`src/rtl/lpht_ram.sv`:
```
// Generic single-write, single-read RAM with registered read data.
module lpht_ram #(
   parameter int WIDTH = 8,
   parameter int DEPTH = 16,
   localparam int AW   = $clog2(DEPTH)
) (
   input  logic             clock,
   input  logic             wr_en,
   input  logic [AW-1:0]    wr_addr,
   input  logic [WIDTH-1:0] wr_data,
   input  logic             rd_en,
   input  logic [AW-1:0]    rd_addr,
   output logic [WIDTH-1:0] rd_data
);

   logic [WIDTH-1:0] mem [DEPTH];
   logic [WIDTH-1:0] rd_data_ff;

   always_ff @(posedge clock) begin
      if (wr_en) begin
         mem[wr_addr] <= wr_data;
      end
      if (rd_en) begin
         rd_data_ff <= mem[rd_addr];
      end
   end

   assign rd_data = rd_data_ff;

endmodule

```
`config.mk`:
```
export PLATFORM = sky130hd
export DESIGN_NAME = lpht_ram
export DESIGN_NICKNAME = d
export VERILOG_FILES = /design/src/rtl/lpht_ram.sv
export SDC_FILE = /design/constraint.sdc
export NUM_CORES = 1
export LEC_CHECK = 0
export ABC_AREA = 1
export BUFFER_PORTS_ARGS = -buffer_cell sky130_fd_sc_hd__buf_2
export CAP_MARGIN = 25
export CORE_AREA = 2 2 117 119
export DETAILED_ROUTE_END_ITERATION = 12
export DIE_AREA = 0 0 119 121
export PLACE_DENSITY = 0.57
export SYNTH_ARGS = -nofsm -noshare
export SYNTH_HDL_FRONTEND = slang
export SYNTH_SLANG_ARGS = --single-unit
export TNS_END_PERCENT = 10
```
`constraint.sdc`:
```
create_clock -name clock -period 1.3 [get_ports clock]
set_input_delay 0.065 -clock clock [delete_from_list [all_inputs] [get_ports clock]]
set_output_delay 0.065 -clock clock [all_outputs]
set_load 0.02 [all_outputs]
```
After elaboration in Yosys (flattened, before gate mapping)

Memories as Yosys holds them, arrays and structs flattened. A register that Yosys moved wholly into a read port is not among the register bits.
Index checks and enable logic that the tools add are counted.

Muxes and demuxes: 2

Operators with widths:

| kind             | count |
|---|---|
| 2-to-1 mux 1 bit | 2 |

Bits in registers: 0
RAM bits: 128
Output and inout bits: 8
Input bits: 19
Memories kept: 1
Word-level logic and storage cells: 3

Memory list:

| name | depth | width | rd ports | clocked after Yosys merged registers in | write ports | RTL line | RTL |
|---|---|---|---|---|---|---|---|
| mem  | 16    | 8     | 1        | 1                                       | 1           | 16       | `logic [WIDTH-1:0] mem [DEPTH];` |

Logic depth before layout (Yosys ltp)

Word-level depth: 2
Mapped depth: 8
Gate-level depth less buffers: 7

Least setup slack after synthesis

No wires, ideal clock.

Path type: input-to-reg
From: in wr_addr[2]
To: mem mem[10][0], enable pin
Path buffers: 0
Setup time: 0.370 ns
Data arrival time: 0.646 ns
Cell stages on the path: 2
Data required time: 0.930 ns
Path slack: 0.284 ns
Cell sequence: nand3b_1 > nor2_1

RTL lines:

| element         | RTL line | RTL |
|---|---|---|
| start, declared | 9        | `input logic [AW-1:0] wr_addr,` |
| end, declared   | 16       |  |

No word-level cell before the write port.

==> results by group <==
Floorplanning
  – Height of the die: 121 um
  – Initial core utilization: 0.447
  – Die area: 14400 sq um
  – Num rows: 42
  – IO Pins: 27
  – DIE WIDTH: 119 um
  – Core Area: 13100 sq um

STA
  – Final worst slack: 146 ps
  – # setup viols final: 0
  – Final Hold Vio Count: 0
  – Fmax: 0.867 GHz
  – Slew margin rel.: 0.590
  – Worst Max-Slew Pin Slew: 614 ps
  – Final worst-path cycle share: 0.887
  – Max Clock Skew: 4.69 ps
  – RSZ-0062 raised after global routing: false
  – Fin crit period: 1150 ps
  – Final Max Tran Viols: 0

Pwr
  – Peak VDD IR: 0.726 mV
  – Cell Pwr Density: 1420 nW/um^2
  – Pleak: 2.92 nW

Placed design
  – PortBufs: 26
  – DP Worst Slack: -5.63 ps
  – HPWL Detailed: 8540 um
  – GP Congestion: 0.831
  – Cell Area, Placed: 6260 sq um
  – Placed Cells: 755

Logic synthesis
  – Syn Inst Count: 551
  – Post-Syn Area: 5850 sq um
  – Seq/Total Area, Yosys: 0.698
  – Mean Syn Cell Area: 10.6 sq um
  – Simple-Gate Fraction of Synth Area: 0.208
  – Adder-Cell Fraction of Synth Area: 0
  – Cell variety after synth: 11
  – Dominant cell type by area after synthesis: edfxtp_1
  – Synth Area in Compound Gates: 0
  – Largest family of logic cells by synthesized area: simple AND/OR/NAND/NOR gates
  – Seq cells post-synth: 136
  – Top-area cell type share of the netlist area: 0.698
  – Mux cell area share after synthesis: 0
  – Xor and xnor area share after synthesis: 0
  – Synthesis Warnings: 0
  – Syn_nets: 570
  – Top post-synthesis cells by area: edfxtp_1, nand2_1, nand3_1

Global route
  – Vias in the first global route: 3822
  – First-pass GRT wire length: 21400 um
  – Total track usage: 0.205
  – Initial antenna violation count: 0
  – Global route overflow: 0
  – Largest net degree at the start of global routing: 53

Clocking
  – CTS tree: done
  – CTS root buf: clkbuf_16
  – Postcts setup bufs: 0
  – Clock transition at the registers of the reported paths: 50 ps
  – Clk_lat worst skew: 410 ps
  – CTS sink count: 136
  – Total CTS buffers: 17
  – H-tree depth: 4
  – Clk buf depth: 2

Routing
  – DR WL met3: 774 um
  – DRT Pass-1 Iters: 5
  – Routed WL: 13500 um
  – Number of DRC markers in iteration 0: 341
  – Wire length per cell: 17.2 um
  – WL met2: 6420 um
  – Via count: 3898
  – Drt drc: 0
  – Drt via density: 4.96
  – DR top layer: met4
  – M1 WL: 6080 um
  – Post-route ant nets: 0

Layout
  – Most common cell after layout, fill and taps aside: nand2_1
  – Post-route design area: 6750 sq um
  – Post-Layout Cell Count: 786
  – Fraction of layout cells with a size suffix above 1: 0.123
  – Ant diodes: 0
  – Layout area overhead: 15.5%
  – Commonest cells after routing, fill and taps aside: nand2_1, edfxtp_1, inv_1
  – Final Net Count: 618

Critical path
  – CP endpoint kind: flip-flop
  – CP required: 1470 ps
  – Crit path launch type: flip-flop
  – Critical path fanouts, max: 1
  – Kind of critical path: reg2reg
  – WP data arrival: 1320 ps

Worst hold path
  – Hold WC Path Type: in2reg

Outcome
  – Status: finished clean

Job
  – Maxcap violations: 0
-- cells in the mapped netlist --
cell type  number
nand2_1       173
edfxtp_1      136
inv_1         100
nand3_1        97
nor2_1         17
buf_2          13
buf_6           6
buf_4           4
inv_2           2
nand3b_1        2
buf_1           1
-- state kept, by name, summed over array words and instances (netlist names) --
name and cells:
mem 128, rd_data 8
-- metrics by stage --
step | hold slack, ps | utilization | setup TNS [ps] | power (mW)
after floorplan | 164 | - | 0 | 5.43
after global placement | 435 | 0.479 | 0 | 5.69
after detailed placement | 430 | 0.479 | -5.63 | 5.70
after CTS | 67.3 | 0.516 | 0 | 9.68
after global routing | 74.6 | 0.516 | 0 | 9.93
final | 69.7 | 0.516 | 0 | 9.61
-- cells by family after synthesis --
kind of cell | after synthesis
buf+inv | 126
simple gates | 289
flops | 136
-- per-layer routing --
metal,up-vias,global-route usage
met5,-,0
met4,0,0.0856
met3,25,0.0442
met2,122,0.319
met1,1876,0.281
li1,1875,-
-- worst max-delay path, stage by stage (launching register included) --
cell	delay, ps
edfxtp_1	360
inv_1	60
nand2_1	40
nand3_1	100
nand3_1	110
nand3_1	150
nand2_1	70
-- final timing paths --
kind | from | endpoint | slack, ps | depth (start not counted)
min reg2reg | mem[6][7] | rd_data[7] | 760 | 6
min | wr_data[2] | mem[1][2] | 70 | 1
max | mem[3][2] | rd_data[2] | 150 | 6
max reg2reg | mem[3][2] | rd_data[2] | 150 | 6
-- layout make-up --
cell class / instances / area, sq um
fillers: 1180 / 6330
flip-flops and latches: 136 / 4080
multi-input cells: 289 / 1210
clock buffers: 23 / 448
inverters: 102 / 383
repair buffers: 53 / 373
well taps: 176 / 220
clock inverters: 7 / 31.3
-- report_power, final --
group | switching [mW] | total, mW | leakage [nW] | internal, mW
Sequential | 0.0289 | 4.97 | 1.24 | 4.94
Combinational | 0.443 | 0.634 | 1.45 | 0.191
Clock | 1.63 | 4.00 | 0.237 | 2.37
Total | 2.10 | 9.61 | 2.92 | 7.51
-- what timing repair did --
| item | in CTS | in global routing |
|---|---|---|
| hold buffers | 1 | 0 |
| endpoints found under the setup margin | 0 | 0 |
| endpoints found under the hold margin | 8 | 0 |
| resized for setup | 0 | 0 |
Power figures use the tool's default switching activity.
