### src/rtl/lpht_pkg.sv
// Shared types, codes and constants of the linear-probe hash table.
package lpht_pkg;

   // Field widths
   localparam int LPHT_CMD_W      = 2;
   localparam int LPHT_KEY_W      = 31;
   localparam int LPHT_VALUE_W    = 32;
   localparam int LPHT_STATUS_W   = 2;
   localparam int LPHT_SLOT_OUT_W = 10;
   localparam int LPHT_MARK_W     = 2;

   // Stream data widths, padded to whole bytes
   localparam int LPHT_REQ_DATA_W = 64;
   localparam int LPHT_RSP_DATA_W = 48;
   localparam int LPHT_RSP_PAD_W  = LPHT_RSP_DATA_W - LPHT_SLOT_OUT_W - LPHT_VALUE_W;

   localparam int LPHT_DEFAULT_SLOTS = 1024;

   // Home slot hash: multiplier term is (HASH_MULT - key mod HASH_MULT)
   localparam int LPHT_HASH_MULT    = 7;
   localparam int LPHT_HASH_DIGIT_W = 4;
   localparam int LPHT_HASH_DIGITS  = (LPHT_KEY_W + LPHT_HASH_DIGIT_W - 1) / LPHT_HASH_DIGIT_W;
   localparam int LPHT_HASH_PAD_W   = LPHT_HASH_DIGITS * LPHT_HASH_DIGIT_W;

   // Slot marks
   localparam logic [LPHT_MARK_W-1:0] MARK_EMPTY   = 2'd0;
   localparam logic [LPHT_MARK_W-1:0] MARK_USED    = 2'd1;
   localparam logic [LPHT_MARK_W-1:0] MARK_DELETED = 2'd2;

   // Result status codes
   localparam logic [LPHT_STATUS_W-1:0] STATUS_OK        = 2'd0;
   localparam logic [LPHT_STATUS_W-1:0] STATUS_NOT_FOUND = 2'd1;
   localparam logic [LPHT_STATUS_W-1:0] STATUS_FULL      = 2'd2;

   typedef enum logic [LPHT_CMD_W-1:0] {
      CMD_INSERT = 2'd0,
      CMD_SEARCH = 2'd1,
      CMD_DELETE = 2'd2,
      CMD_CLEAR  = 2'd3
   } lpht_cmd_type;

   typedef enum logic [2:0] {
      LPHT_IDLE,
      LPHT_CLEAR,
      LPHT_HASH,
      LPHT_PROBE,
      LPHT_REPLY
   } lpht_state_type;

   typedef struct packed {
      logic [LPHT_MARK_W-1:0]  mark;
      logic [LPHT_KEY_W-1:0]   key;
      logic [LPHT_VALUE_W-1:0] value;
   } lpht_entry_type;

   localparam int LPHT_ENTRY_W = $bits(lpht_entry_type);

endpackage

### src/rtl/lpht_hash.sv
// Home slot unit: shared digit-serial remainder datapath, then scale and reduce.
module lpht_hash import lpht_pkg::*; #(
   parameter int TABLE_SLOTS = LPHT_DEFAULT_SLOTS,
   localparam int SLOT_W     = $clog2(TABLE_SLOTS)
) (
   input  logic                  clock,
   input  logic                  reset,
   input  logic                  start,
   input  logic [LPHT_KEY_W-1:0] key,
   output logic                  done,
   output logic [SLOT_W-1:0]     home_slot
);

   localparam int PROD_W = SLOT_W + 3;
   localparam int STEP_W = $clog2(LPHT_HASH_DIGITS + 2);
   localparam logic [SLOT_W:0]   MOD_S  = (SLOT_W + 1)'(TABLE_SLOTS);
   localparam logic [3:0]        MOD_7  = 4'(LPHT_HASH_MULT);
   localparam logic [PROD_W-1:0] RED_1  = PROD_W'(TABLE_SLOTS);
   localparam logic [PROD_W-1:0] RED_2  = PROD_W'(2 * TABLE_SLOTS);
   localparam logic [PROD_W-1:0] RED_4  = PROD_W'(4 * TABLE_SLOTS);

   logic                       busy_ff, busy_in;
   logic                       done_ff, done_in;
   logic [STEP_W-1:0]          step_ff, step_in;
   logic [LPHT_HASH_PAD_W-1:0] key_sr_ff, key_sr_in;
   logic [SLOT_W-1:0]          rem_s_ff, rem_s_in;
   logic [2:0]                 rem_7_ff, rem_7_in;
   logic [PROD_W-1:0]          prod_ff, prod_in;
   logic [SLOT_W-1:0]          home_ff, home_in;

   // one digit of both remainders per cycle
   logic [SLOT_W-1:0] dig_s;
   logic [2:0]        dig_7;

   always_comb begin
      logic [SLOT_W:0] ws;
      logic [3:0]      w7;
      dig_s = rem_s_ff;
      dig_7 = rem_7_ff;
      for (int i = 0; i < LPHT_HASH_DIGIT_W; i++) begin
         ws = {dig_s, key_sr_ff[LPHT_HASH_PAD_W-1-i]};
         if (ws >= MOD_S) begin
            ws = ws - MOD_S;
         end
         dig_s = ws[SLOT_W-1:0];
         w7 = {dig_7, key_sr_ff[LPHT_HASH_PAD_W-1-i]};
         if (w7 >= MOD_7) begin
            w7 = w7 - MOD_7;
         end
         dig_7 = w7[2:0];
      end
   end

   // product < 8 * slots: three conditional subtracts
   logic [PROD_W-1:0] red;

   always_comb begin
      red = prod_ff;
      if (red >= RED_4) begin
         red = red - RED_4;
      end
      if (red >= RED_2) begin
         red = red - RED_2;
      end
      if (red >= RED_1) begin
         red = red - RED_1;
      end
   end

   always_comb begin
      busy_in   = busy_ff;
      done_in   = 1'b0;
      step_in   = step_ff;
      key_sr_in = key_sr_ff;
      rem_s_in  = rem_s_ff;
      rem_7_in  = rem_7_ff;
      prod_in   = prod_ff;
      home_in   = home_ff;
      if (start) begin
         busy_in   = 1'b1;
         step_in   = '0;
         key_sr_in = LPHT_HASH_PAD_W'(key);
         rem_s_in  = '0;
         rem_7_in  = '0;
      end else if (busy_ff) begin
         step_in = step_ff + 1'b1;
         if (step_ff < STEP_W'(LPHT_HASH_DIGITS)) begin
            key_sr_in = key_sr_ff << LPHT_HASH_DIGIT_W;
            rem_s_in  = dig_s;
            rem_7_in  = dig_7;
         end else if (step_ff == STEP_W'(LPHT_HASH_DIGITS)) begin
            prod_in = PROD_W'(rem_s_ff) * PROD_W'(3'(LPHT_HASH_MULT) - rem_7_ff);
         end else begin
            home_in = red[SLOT_W-1:0];
            done_in = 1'b1;
            busy_in = 1'b0;
         end
      end
   end

   always_ff @(posedge clock) begin
      if (reset) begin
         busy_ff <= 1'b0;
         done_ff <= 1'b0;
         step_ff <= '0;
      end else begin
         busy_ff <= busy_in;
         done_ff <= done_in;
         step_ff <= step_in;
      end
      key_sr_ff <= key_sr_in;
      rem_s_ff  <= rem_s_in;
      rem_7_ff  <= rem_7_in;
      prod_ff   <= prod_in;
      home_ff   <= home_in;
   end

   assign done      = done_ff;
   assign home_slot = home_ff;

endmodule

### config.mk
export PLATFORM = sky130hd
export DESIGN_NAME = lpht_hash
export DESIGN_NICKNAME = d
export VERILOG_FILES = /design/src/rtl/lpht_pkg.sv /design/src/rtl/lpht_hash.sv
export SDC_FILE = /design/constraint.sdc
export NUM_CORES = 1
export LEC_CHECK = 0
export ABC_AREA = 1
export BUFFER_PORTS_ARGS = -buffer_cell sky130_fd_sc_hd__buf_2
export CORE_MARGIN = 2
export CORE_UTILIZATION = 62
export DETAILED_ROUTE_END_ITERATION = 7
export PLACE_DENSITY = 0.93
export SKIP_LAST_GASP = 1
export SYNTH_ARGS = -nofsm -noshare
export SYNTH_HDL_FRONTEND = slang
export SYNTH_SLANG_ARGS = --single-unit
### constraint.sdc
create_clock -name clock -period 9.1 [get_ports clock]
set_clock_uncertainty 0.2 [all_clocks]
set_input_delay 1.82 -clock clock [delete_from_list [all_inputs] [get_ports clock]]
set_output_delay 1.82 -clock clock [all_outputs]
set_load 0.02 [all_outputs]
-- Word-level counts from Yosys, hierarchy flattened
Cells that the tools add are included.
- flip-flop bits (word level): 74
- input bits: 34
- output and inout bits: 11
- logic and storage cells: 67
- add/subtract/negate cells: 13
- multiply operators: 1
- magnitude comparators: 12
- equality and inequality tests: 1
- mux-type cells: 19
- bitwise operators: 4
- reduce and logical (&&, ||, !) cells: 8
- operators by type and width (kind ; number):
    $mux W31 ; 3
    $mux W10 ; 5
    $sub A10 B1 Y10 const B ; 5
    $ge A11 B11 Y1 const B ; 4
    $mux W13 ; 2
    $ge A4 B3 Y1 const B ; 4
    $ge A13 B11 Y1 const B ; 1
    $ge A13 B12 Y1 const B ; 1
    $ge A13 B13 Y1 const B ; 1
    $mul A11 B4 Y13 ; 1
    $sub A13 B12 Y13 const B ; 1
    $sub A13 B13 Y13 const B ; 1
    $mux W3 ; 4
    $sub A3 B3 Y3 const B ; 4
    $reduce_and A4 Y1 ; 2
    $mux W1 ; 5
    $add A4 B1 Y4 const B ; 1
    $eq A4 B4 Y1 const B ; 1
    $lt A4 B4 Y1 const B ; 1
    $not A1 Y1 ; 4
    $reduce_and A2 Y1 ; 2
    $reduce_bool A2 Y1 ; 2
    $reduce_or A4 Y1 ; 1
    $sub A3 B3 Y4 const A ; 1
    $reduce_or A2 Y1 ; 1

-- Logic depth before layout (Yosys ltp)
Gate-level depths: netlist (run 1).
- word-level depth: 8
- depth in mapped cells: 24
- depth with buffers taken out: 24

-- Worst setup path before layout (run 1)
Ideal clock, no wire load.
- path type: input-to-reg
- from: input port start
- to: register key_sr_ff[0] (enable)
- library setup time: 408 ps
- arrival time: 3302 ps
- required time: 8492 ps
- slack: 5190 ps
- stages: 4
- path buffers: 2
- path through: clkbuf_1 -> nor2_1 -> inv_1 -> clkbuf_1
- cells in the longest elaborated chain, start to end: 2
- elaborated cells on any way between the ends: 3
- those cells by class: reduce/logical: 3
- ends and longest elaborated chain (element ; RTL line ; RTL):
    from (decl) ; lpht_hash.sv:8 ; input logic start,
    $reduce_bool A2 Y1 (no source line) ; -- ;
    $reduce_and A2 Y1 (no source line) * ; -- ;
    to (signal assigned) ; lpht_hash.sv:111 ; key_sr_ff <= key_sr_in;
    to (decl) ; lpht_hash.sv:25 ; logic [LPHT_HASH_PAD_W-1:0] key_sr_ff, key_sr_in;
Every way passes the cells marked *; elsewhere a longest branch is shown, timed or not.
A chain may end at the register's enable or synchronous reset.

-- Worst setup path in the final report (run 1)
- from: input port start
- to: register prod_ff[0] (enable)
- cells in the longest elaborated chain, start to end: 2
- ends and longest elaborated chain (element ; RTL line ; RTL):
    $not A1 Y1 (no source line) ; -- ;
    $reduce_and A4 Y1 (no source line) ; -- ;
    to (signal assigned) ; lpht_hash.sv:114 ; prod_ff <= prod_in;
    to (decl) ; lpht_hash.sv:28 ; logic [PROD_W-1:0] prod_ff, prod_in;
Every way passes these cells.

==> impl_metrics.yaml, run 1 <==
synth:
  yosysSeqAreaShare_pct: 52.2
  yosysMostFrequentCell: "nand2_1"
  ys_warn_count: 0
  yosys.area.top_type: "edfxtp_1"
  syn_nets: 459
  synth_edf_count: 51
  ys_ff_latch: 71
  synth.area.top_cells: "edfxtp_1, nand2_1, dfxtp_1"
  synth_top_area_share_pct: 41.4
  syn_area_per_cell_um2: 9.35
  syn_area_um2: 3700
  async_reset_ff_share_pct: 0
  synth_cells: 396
  synth-main-ff-cell: "edfxtp_1"
  synth_commonest_cells: "nand2_1, inv_1, edfxtp_1, nor2_1, ha_1"
  ys_types: 34
worst_setup_path:
  cp.arrival_ps: 3650
  worstRegToRegCells: 13
  critical_path.top_delay_family: "buffers and inverters"
  path_cells: "buf_2 -> inv_1 -> nand3_1 -> nor2_1"
  r2r_end: "prod_ff[8]"
  start_kind: "primary input"
  critPathRequiredTime_ps: 8890
  ff2ff_setup_slack_ps: 5600
  critPathMaxFanout: 36
  cpPeakStageDelay_ps: 690
  critPathKind: "in -> reg"
  cp-end-kind: "flop"
  timing.rr.start: "rem_7_ff[1]"
  crit_buf_inv: 2
  slowest_stage: "inv_1"
layout:
  multi_input_area_um2: 1460
  drive_above_1_share_pct: 18.8
  areaGrowthSynthToFinish_pct: 14.4
  seq_area_um2: 1930
  fillerInstances: 372
  antenna_cells: 0
  fin_nets: 504
power:
  p_leak_nw: 2.09
  power.switching_mw: 0.245
  power.share.sequential_pct: 44.0
  intPower_mw: 0.646
  switching_share_pct: 27.5
  pwr-share-comb_pct: 18.0
  power_density_nw_per_um2: 210
  irDropWorstVdd_mv: 0.171
  p_clk_share_pct: 38.0
clocking:
  ctsHtreeMaxLevel: 3
  clkTransAtPathRegs_ps: 80
  cts_buffers: 9
  cts_tree: "built"
  clkSinkCount: 71
  holdBufCountCts: 0
  root_buffer: "clkbuf_8"
  post_cts_resized: 0
  post_cts_buffers: 0
  clk_latency_ps: 360
  ctsLongestPathBuffers: 2
route:
  drc: 0
  drt_wl_total_mm: 7.59
  viasPerCell: 5.34
  ant_nets: 0
  post_drt_wl_per_cell_um: 14.6
  first_iter_violations: 186
  first_pass_iters: 4
  num_vias: 2780
placed_design:
  io_buffers: 44
  gp_congestion: 0.840
  dp_slack_ps: 4860
  hpwl_mm: 5.00
global_route:
  antenna_found_initial: 0
  grt_pass1_wl_mm: 12.6
  overflow: 0
  grt_max_degree: 43
  grt.total_usage_pct: 26.2
  grt_pass1_vias: 2812
worst_hold_path:
  whs_endpoint: "home_slot[2]"
  hp-class: "reg -> reg"
  hold_depth: 0
  min_from: "prod_ff[2]"
sta:
  hold_viol: 0
  setup_viol: 0
  timing.final.crit_period_ps: 3860
  rsz0062_at_grt: "no"
  min_period_over_period_pct: 42.5
  tns_ps: 0
  tightest_slew_ps: 839
  fmax_ghz: 0.259
  fin_ws_ps: 5240
  max-slew-margin-rel_pct: 43.8
  finalMaxSlewViolations: 0
flow_run:
  drv_cap: 0
floorplanning:
  die_area_um2: 6600
  die_h_um: 81.3
  io_pins: 45
  fp.dieW_um: 81.3
  initial_core_util_pct: 63.3
  coreArea_um2: 5850
  rows: 28
status:
  outcome: "finished, final reports clean"
==> cell families (layout without fill, tap and decap cells) <==
family          count (synthesis)  after routing  share of synthesized area, %
compound gates                 26             26                          4.09
fa+ha+maj                      29             29                          11.2
buf+inv                        75            125                          8.32
flops                          71             71                          52.2
xor+xnor                       11             11                          2.60
simple gates                  184            184                          21.6
==> metal layers <==
layer  up-vias  track usage, %  part of all wire (%)
met5         -               0                     0
met3        19            8.22                   5.1
li1       1351               -                     -
met4         0            10.2                   2.6
met1      1313            27.2                    36
met2        97            48.7                    56
==> flip-flops by register name, indices dropped and copies added, names as in the netlist <==
name / count
rem_s_ff: 10
done: 1
prod_ff: 10
home_slot: 10
rem_7_ff: 3
step_ff: 4
key_sr_ff: 32
busy_ff: 1
==> cell usage in the layout, fill, tap and decap left out, drive strengths merged, types with 2 or more instances in the layout <==
cell type	n
o21ai	7
edfxtp	51
xnor2	2
nand2	130
fa	7
inv	64
dfxtp	20
nand3	16
ha	22
xor2	9
nand4	3
nor3	2
buf	45
a21oi	7
nor2	31
o22ai	9
bufinv	4
clkbuf	11
==> cell type report <==
class                           instances  area share (%)
Tap cell                               75            2.22
Sequential cell                        71            45.6
Inverter                               64            5.85
Multi-Input combinational cell        250            34.5
Clock buffer                           11            3.34
Timing Repair Buffer                   45            5.38
Clock inverter                          5            3.04
==> through the flow <==
| step | hold slack, ps | cell area (um^2) | power [mW] | instances | utilization [%] |
|---|---|---|---|---|---|
| floorplan | 200 | 3700 | 0.518 | 396 | - |
| global placement | 201 | 3960 | 0.542 | 505 | 67.7 |
| detailed placement | 207 | 3960 | 0.554 | 505 | 67.7 |
| CTS | 225 | 4230 | 0.894 | 521 | 72.3 |
| global route | 227 | 4230 | 0.931 | 521 | 72.3 |
| finish | 223 | 4230 | 0.891 | 521 | 72.3 |
==> power groups by stage <==
stage / clock, mW / sequential (mW) / combinational (mW)
6_report: 0.338 / 0.392 / 0.161
5_1_grt: 0.352 / 0.394 / 0.184
4_1_cts: 0.341 / 0.392 / 0.161
3_5_place_dp: 0 / 0.397 / 0.157
3_3_place_gp: 0 / 0.397 / 0.145
2_1_floorplan: 0 / 0.386 / 0.132
==> worst max-delay path by stage <==
stage | cells after the start | slack (ps) | to | startpoint
after global placement | 4 | 4960 | prod_ff[8] | start
final | 4 | 5240 | prod_ff[0] | start
after global routing | 4 | 5030 | prod_ff[3] | start
after detailed placement | 4 | 4860 | prod_ff[3] | start
after CTS | 4 | 5270 | prod_ff[5] | start
after floorplan | 4 | 5190 | key_sr_ff[0] | start
Power figures use the tool's default switching activity.
==> run 2, diff against run 1 <==
- CORE_UTILIZATION: 62 -> 58
- PLACE_DENSITY: 0.93 -> 0.89
- clock period: 9.1 -> 4 ns (I/O delays scaled with it)
==> impl_metrics.yaml, run 2 (synthesis gave the netlist of run 1 again) <==
status:
  outcome: "finished, final reports clean"
sta:
  timing.final.crit_period_ps: 3370
  min_period_over_period_pct: 84.3
  fin_ws_ps: 628
  setup_viol: 0
  rsz0062_at_grt: "no"
  max-slew-margin-rel_pct: 41.2
  finalMaxSlewViolations: 0
  hold_viol: 0
  timing.hold.ws_ps: 222
  tns_ps: 0
  tightest_slew_ps: 879
  fmax_ghz: 0.297
clocking:
  cts_buffers: 9
  clkTransAtPathRegs_ps: 80
  clkSinkCount: 71
  post_cts_buffers: 0
  clk_latency_ps: 350
  cts_tree: "built"
  holdBufCountCts: 0
  ctsLongestPathBuffers: 2
  ctsHtreeMaxLevel: 3
  post_cts_resized: 0
  root_buffer: "clkbuf_8"
layout:
  areaGrowthSynthToFinish_pct: 13.6
  fin_nets: 505
  largest-register: "key_sr_ff"
  multi_input_area_um2: 1460
  fillerInstances: 455
  finish.utilization_pct: 67.0
  drive_above_1_share_pct: 19.2
  most-common-layout-cells: "nand2_1, inv_1, edfxtp_1, buf_2, nor2_1"
  seq_area_um2: 1930
  finalInstanceArea_um2: 4200
  final_common_cell: "nand2_1"
  antenna_cells: 0
  largest_reg_flops: 32
worst_setup_path:
  cp.arrival_ps: 3280
  cp-end-kind: "flop"
  start_kind: "flop"
  critPathMaxFanout: 12
  critPathRequiredTime_ps: 3910
  critPathKind: "reg -> reg"
floorplanning:
  io_pins: 45
  coreArea_um2: 6280
  die_h_um: 83.9
  initial_core_util_pct: 59.0
  rows: 29
  die_area_um2: 7040
  fp.dieW_um: 83.9
placed_design:
  hpwl_mm: 4.81
  dpl-instance-area_um2: 3990
  io_buffers: 44
  gp_congestion: 0.837
  dp_slack_ps: 703
route:
  viasPerCell: 5.22
  first_iter_violations: 214
  post_drt_wl_per_cell_um: 12.8
  first_pass_iters: 4
  ant_nets: 0
  drt_wl_total_mm: 6.73
  drc: 0
  num_vias: 2733
worst_hold_path:
  hp-class: "reg -> reg"
power:
  power_density_nw_per_um2: 446
  irDropWorstVdd_mv: 0.326
  p_leak_nw: 2.07
global_route:
  overflow: 0
  top_usage_layer: "met2"
  grt_use_met2_pct: 36.1
  grt_max_degree: 37
  globalRouteMet3Util_pct: 5.34
  met1_usage_pct: 24.2
  grt_pass1_vias: 2665
  grt.total_usage_pct: 20.6
  antenna_found_initial: 0
  grt_pass1_wl_mm: 11.5
flow_run:
  drv_cap: 0
-- run 2: worst max-delay path, stage by stage, from the launching register on --
cell and delay [ps]:
dfxtp_1 600, nor2_1 100, ha_1 290, inv_1 50
fa_1 540, inv_1 50, ha_1 350, a21oi_1 170
inv_1 60, a31oi_1 250, nor2_1 80, o21ai_0 170
nand2_1 90, xor2_1 140
-- run 2: metal layers --
metal	part of all wire [%]	wire length [um]
met3	6.0	403
met4	2.4	164
met5	0	0
met2	53	3550
met1	39	2610
-- run 2: final cells by class --
cell class | instances | area share, %
clock buffer | 9 | 2.95
clock inverter | 7 | 2.26
inverter | 64 | 5.89
multi-input combinational | 250 | 34.8
sequential | 71 | 46.0
tap | 77 | 2.29
timing repair buffer | 46 | 5.89
-- run 2: through the flow --
stage	total power [mW]	std cells
6_report	1.88	524
5_1_grt	1.97	524
4_1_cts	1.88	524
3_5_place_dp	1.26	508
3_3_place_gp	1.24	508
2_1_floorplan	1.18	396
-- run 2: power breakdown --
group | internal (mW) | leakage [nW] | total (mW) | switching (mW)
sequential | 0.843 | 0.665 | 0.887 | 0.0435
clock | 0.352 | 0.110 | 0.630 | 0.278
combinational | 0.131 | 1.30 | 0.360 | 0.229
total | 1.33 | 2.07 | 1.88 | 0.550
-- run 2: path summary, 6_finish.rpt --
path / startpoint / end / slack, ps / depth (start not counted)
worst min-delay path: prod_ff[2] / home_slot[2] / 220 / 0
worst max register to register: rem_7_ff[1] / prod_ff[8] / 630 / 13
worst max-delay path: rem_7_ff[1] / prod_ff[8] / 630 / 13
worst min register to register: prod_ff[2] / home_slot[2] / 220 / 0
==> run 3, diff against run 2 <==
- CORE_UTILIZATION: 58 -> 52
- PLACE_DENSITY: 0.89 -> 0.84
- clock period: 4 -> 2.95 ns (I/O delays scaled with it)
==> impl_metrics.yaml, run 3 (synthesis gave the netlist of run 1 again) <==
global_route:
  grt_max_degree: 35
  grt_pass1_vias: 2861
  overflow: 0
  antenna_found_initial: 0
  grt_pass1_wl_mm: 12.0
  grt.total_usage_pct: 19.8
floorplanning:
  fp.dieW_um: 88.4
  die_area_um2: 7810
  coreArea_um2: 6830
  initial_core_util_pct: 54.2
  io_pins: 45
  die_h_um: 88.4
  rows: 30
layout:
  multi_input_area_um2: 1610
  fillerInstances: 497
  seq_area_um2: 1950
  areaGrowthSynthToFinish_pct: 25.6
  largest_reg_flops: 32
  fin_nets: 537
  finalInstanceArea_um2: 4650
  antenna_cells: 0
  final_common_cell: "nand2_1"
  most-common-layout-cells: "nand2_1, inv_1, edfxtp_1, buf_2, buf_4"
  drive_above_1_share_pct: 32.0
  largest-register: "key_sr_ff"
placed_design:
  io_buffers: 44
  dp_slack_ps: -155
  gp_congestion: 0.828
  hpwl_mm: 4.88
  dpl-instance-area_um2: 4100
sta:
  finalMaxSlewViolations: 0
  fin_ws_ps: 23.2
  max-slew-margin-rel_pct: 42.8
  tightest_slew_ps: 855
  min_period_over_period_pct: 99.2
  hold_viol: 0
  rsz0062_at_grt: "yes"
  timing.final.crit_period_ps: 2930
  fmax_ghz: 0.342
  setup_viol: 0
clocking:
  ctsHtreeMaxLevel: 3
  cts_buffers: 9
  clkTransAtPathRegs_ps: 70
  cts_tree: "built"
  holdBufCountCts: 0
  ctsLongestPathBuffers: 2
  clk_latency_ps: 360
  clkSinkCount: 71
  root_buffer: "clkbuf_8"
worst_setup_path:
  worstRegToRegCells: 24
  cp.arrival_ps: 3010
  cp-end-kind: "flop"
  r2r_end: "rem_7_ff[0]"
  timing.rr.start: "rem_7_ff[0]"
  start_kind: "flop"
  ff2ff_setup_slack_ps: 20
  critPathRequiredTime_ps: 3040
  critPathMaxFanout: 5
  critPathKind: "reg -> reg"
route:
  num_vias: 2908
  first_iter_violations: 192
  first_pass_iters: 5
  post_drt_wl_per_cell_um: 13.7
  ant_nets: 0
  drt_wl_total_mm: 7.86
  drc: 0
  viasPerCell: 5.07
worst_hold_path:
  hp-class: "reg -> reg"
  whs_endpoint: "home_slot[2]"
  hold_depth: 0
  min_from: "prod_ff[2]"
power:
  p_leak_nw: 2.23
  power.switching_mw: 0.821
  intPower_mw: 2.00
  p_clk_share_pct: 32.6
  pwr-share-comb_pct: 24.9
  power_density_nw_per_um2: 607
  power.share.sequential_pct: 42.5
  irDropWorstVdd_mv: 0.402
  switching_share_pct: 29.1
flow_run:
  drv_cap: 0
status:
  outcome: "finished, final reports clean"
run 3: cell count changes in the layout (fill, tap and decap cells not counted), moves of 5 or more:
| cell | delta |
|---|---|
| inv_1 | -9 |
| ha_1 | -8 |
| nand2_1 | -5 |
| dfxtp_1 | -5 |
| buf_4 | +30 |
| ha_4 | +6 |
| inv_2 | +9 |
run 3: what timing repair did:
item                       4_1_cts  5_1_grt
setup endpoints to repair        6        6
gates resized for setup         19       31
setup buffers                    2       17
pin swaps                        3       29
run 3: how the worst max path moves through the flow:
stage / startpoint / to / cells after the start
after global routing: rem_7_ff[0] / rem_7_ff[0] / 24
after detailed placement: rem_7_ff[0] / rem_7_ff[0] / 24
after CTS: rem_7_ff[0] / rem_7_ff[0] / 23
final: rem_7_ff[0] / rem_7_ff[0] / 24
after global placement: rem_7_ff[1] / prod_ff[8] / 11
after floorplan: rem_7_ff[0] / rem_7_ff[0] / 24
run 3: area by class of cell:
class	count	area share (%)
Sequential cell	71	41.9
Inverter	64	5.33
Clock inverter	6	2.37
Tap cell	96	2.58
Clock buffer	9	2.67
Timing Repair Buffer	78	10.5
Multi-Input combinational cell	250	34.7
run 3: per-layer routing:
metal  vias to the layer above  global-route usage [%]  part of all wire (%)
met5                         -                       0                     0
met4                         0                    8.95                   2.2
met3                        22                    5.50                   5.2
met2                       107                    35.5                    54
met1                      1364                    21.8                    39
li1                       1415                       -                     -
run 3: critical path, cell delays in order (launching register included):
cell     delay, ps
dfxtp_4        360
ha_4           170
nand2_4         90
nand2_4         60
nand2_2         60
nand2_2         60
inv_2           70
ha_4           140
nand3_4        100
nand2_4         90
nand2_2         60
nand2_2        100
inv_2           60
ha_4           160
nand3_2         70
nand2_2         90
xor2_1         180
inv_1           70
ha_2           180
nand3_2        100
nand2_2        100
nand2_2         60
nand2_1         70
nand2_1         50
nor2_2         100
run 3: through the flow:
stage | power, mW | cells | hold WS [ps] | TNS [ps] | util, %
CTS | 2.69 | 557 | 211 | -1.73 | 64.6
finish | 2.82 | 574 | 211 | 0 | 68.0
detailed placement | 1.74 | 540 | 205 | -480 | 60.0
global route | 2.96 | 574 | 215 | -189 | 68.0
global placement | 1.70 | 540 | 201 | -27.8 | 60.0
floorplan | 1.61 | 396 | 200 | 0 | -
run 3: power by group through the flow:
stage	Sequential (mW)	Clock [mW]	Combinational (mW)
final	1.20	0.919	0.702
after floorplan	1.19	0	0.412
after global routing	1.20	0.970	0.782
after global placement	1.21	0	0.496
after CTS	1.19	0.922	0.570
after detailed placement	1.21	0	0.527
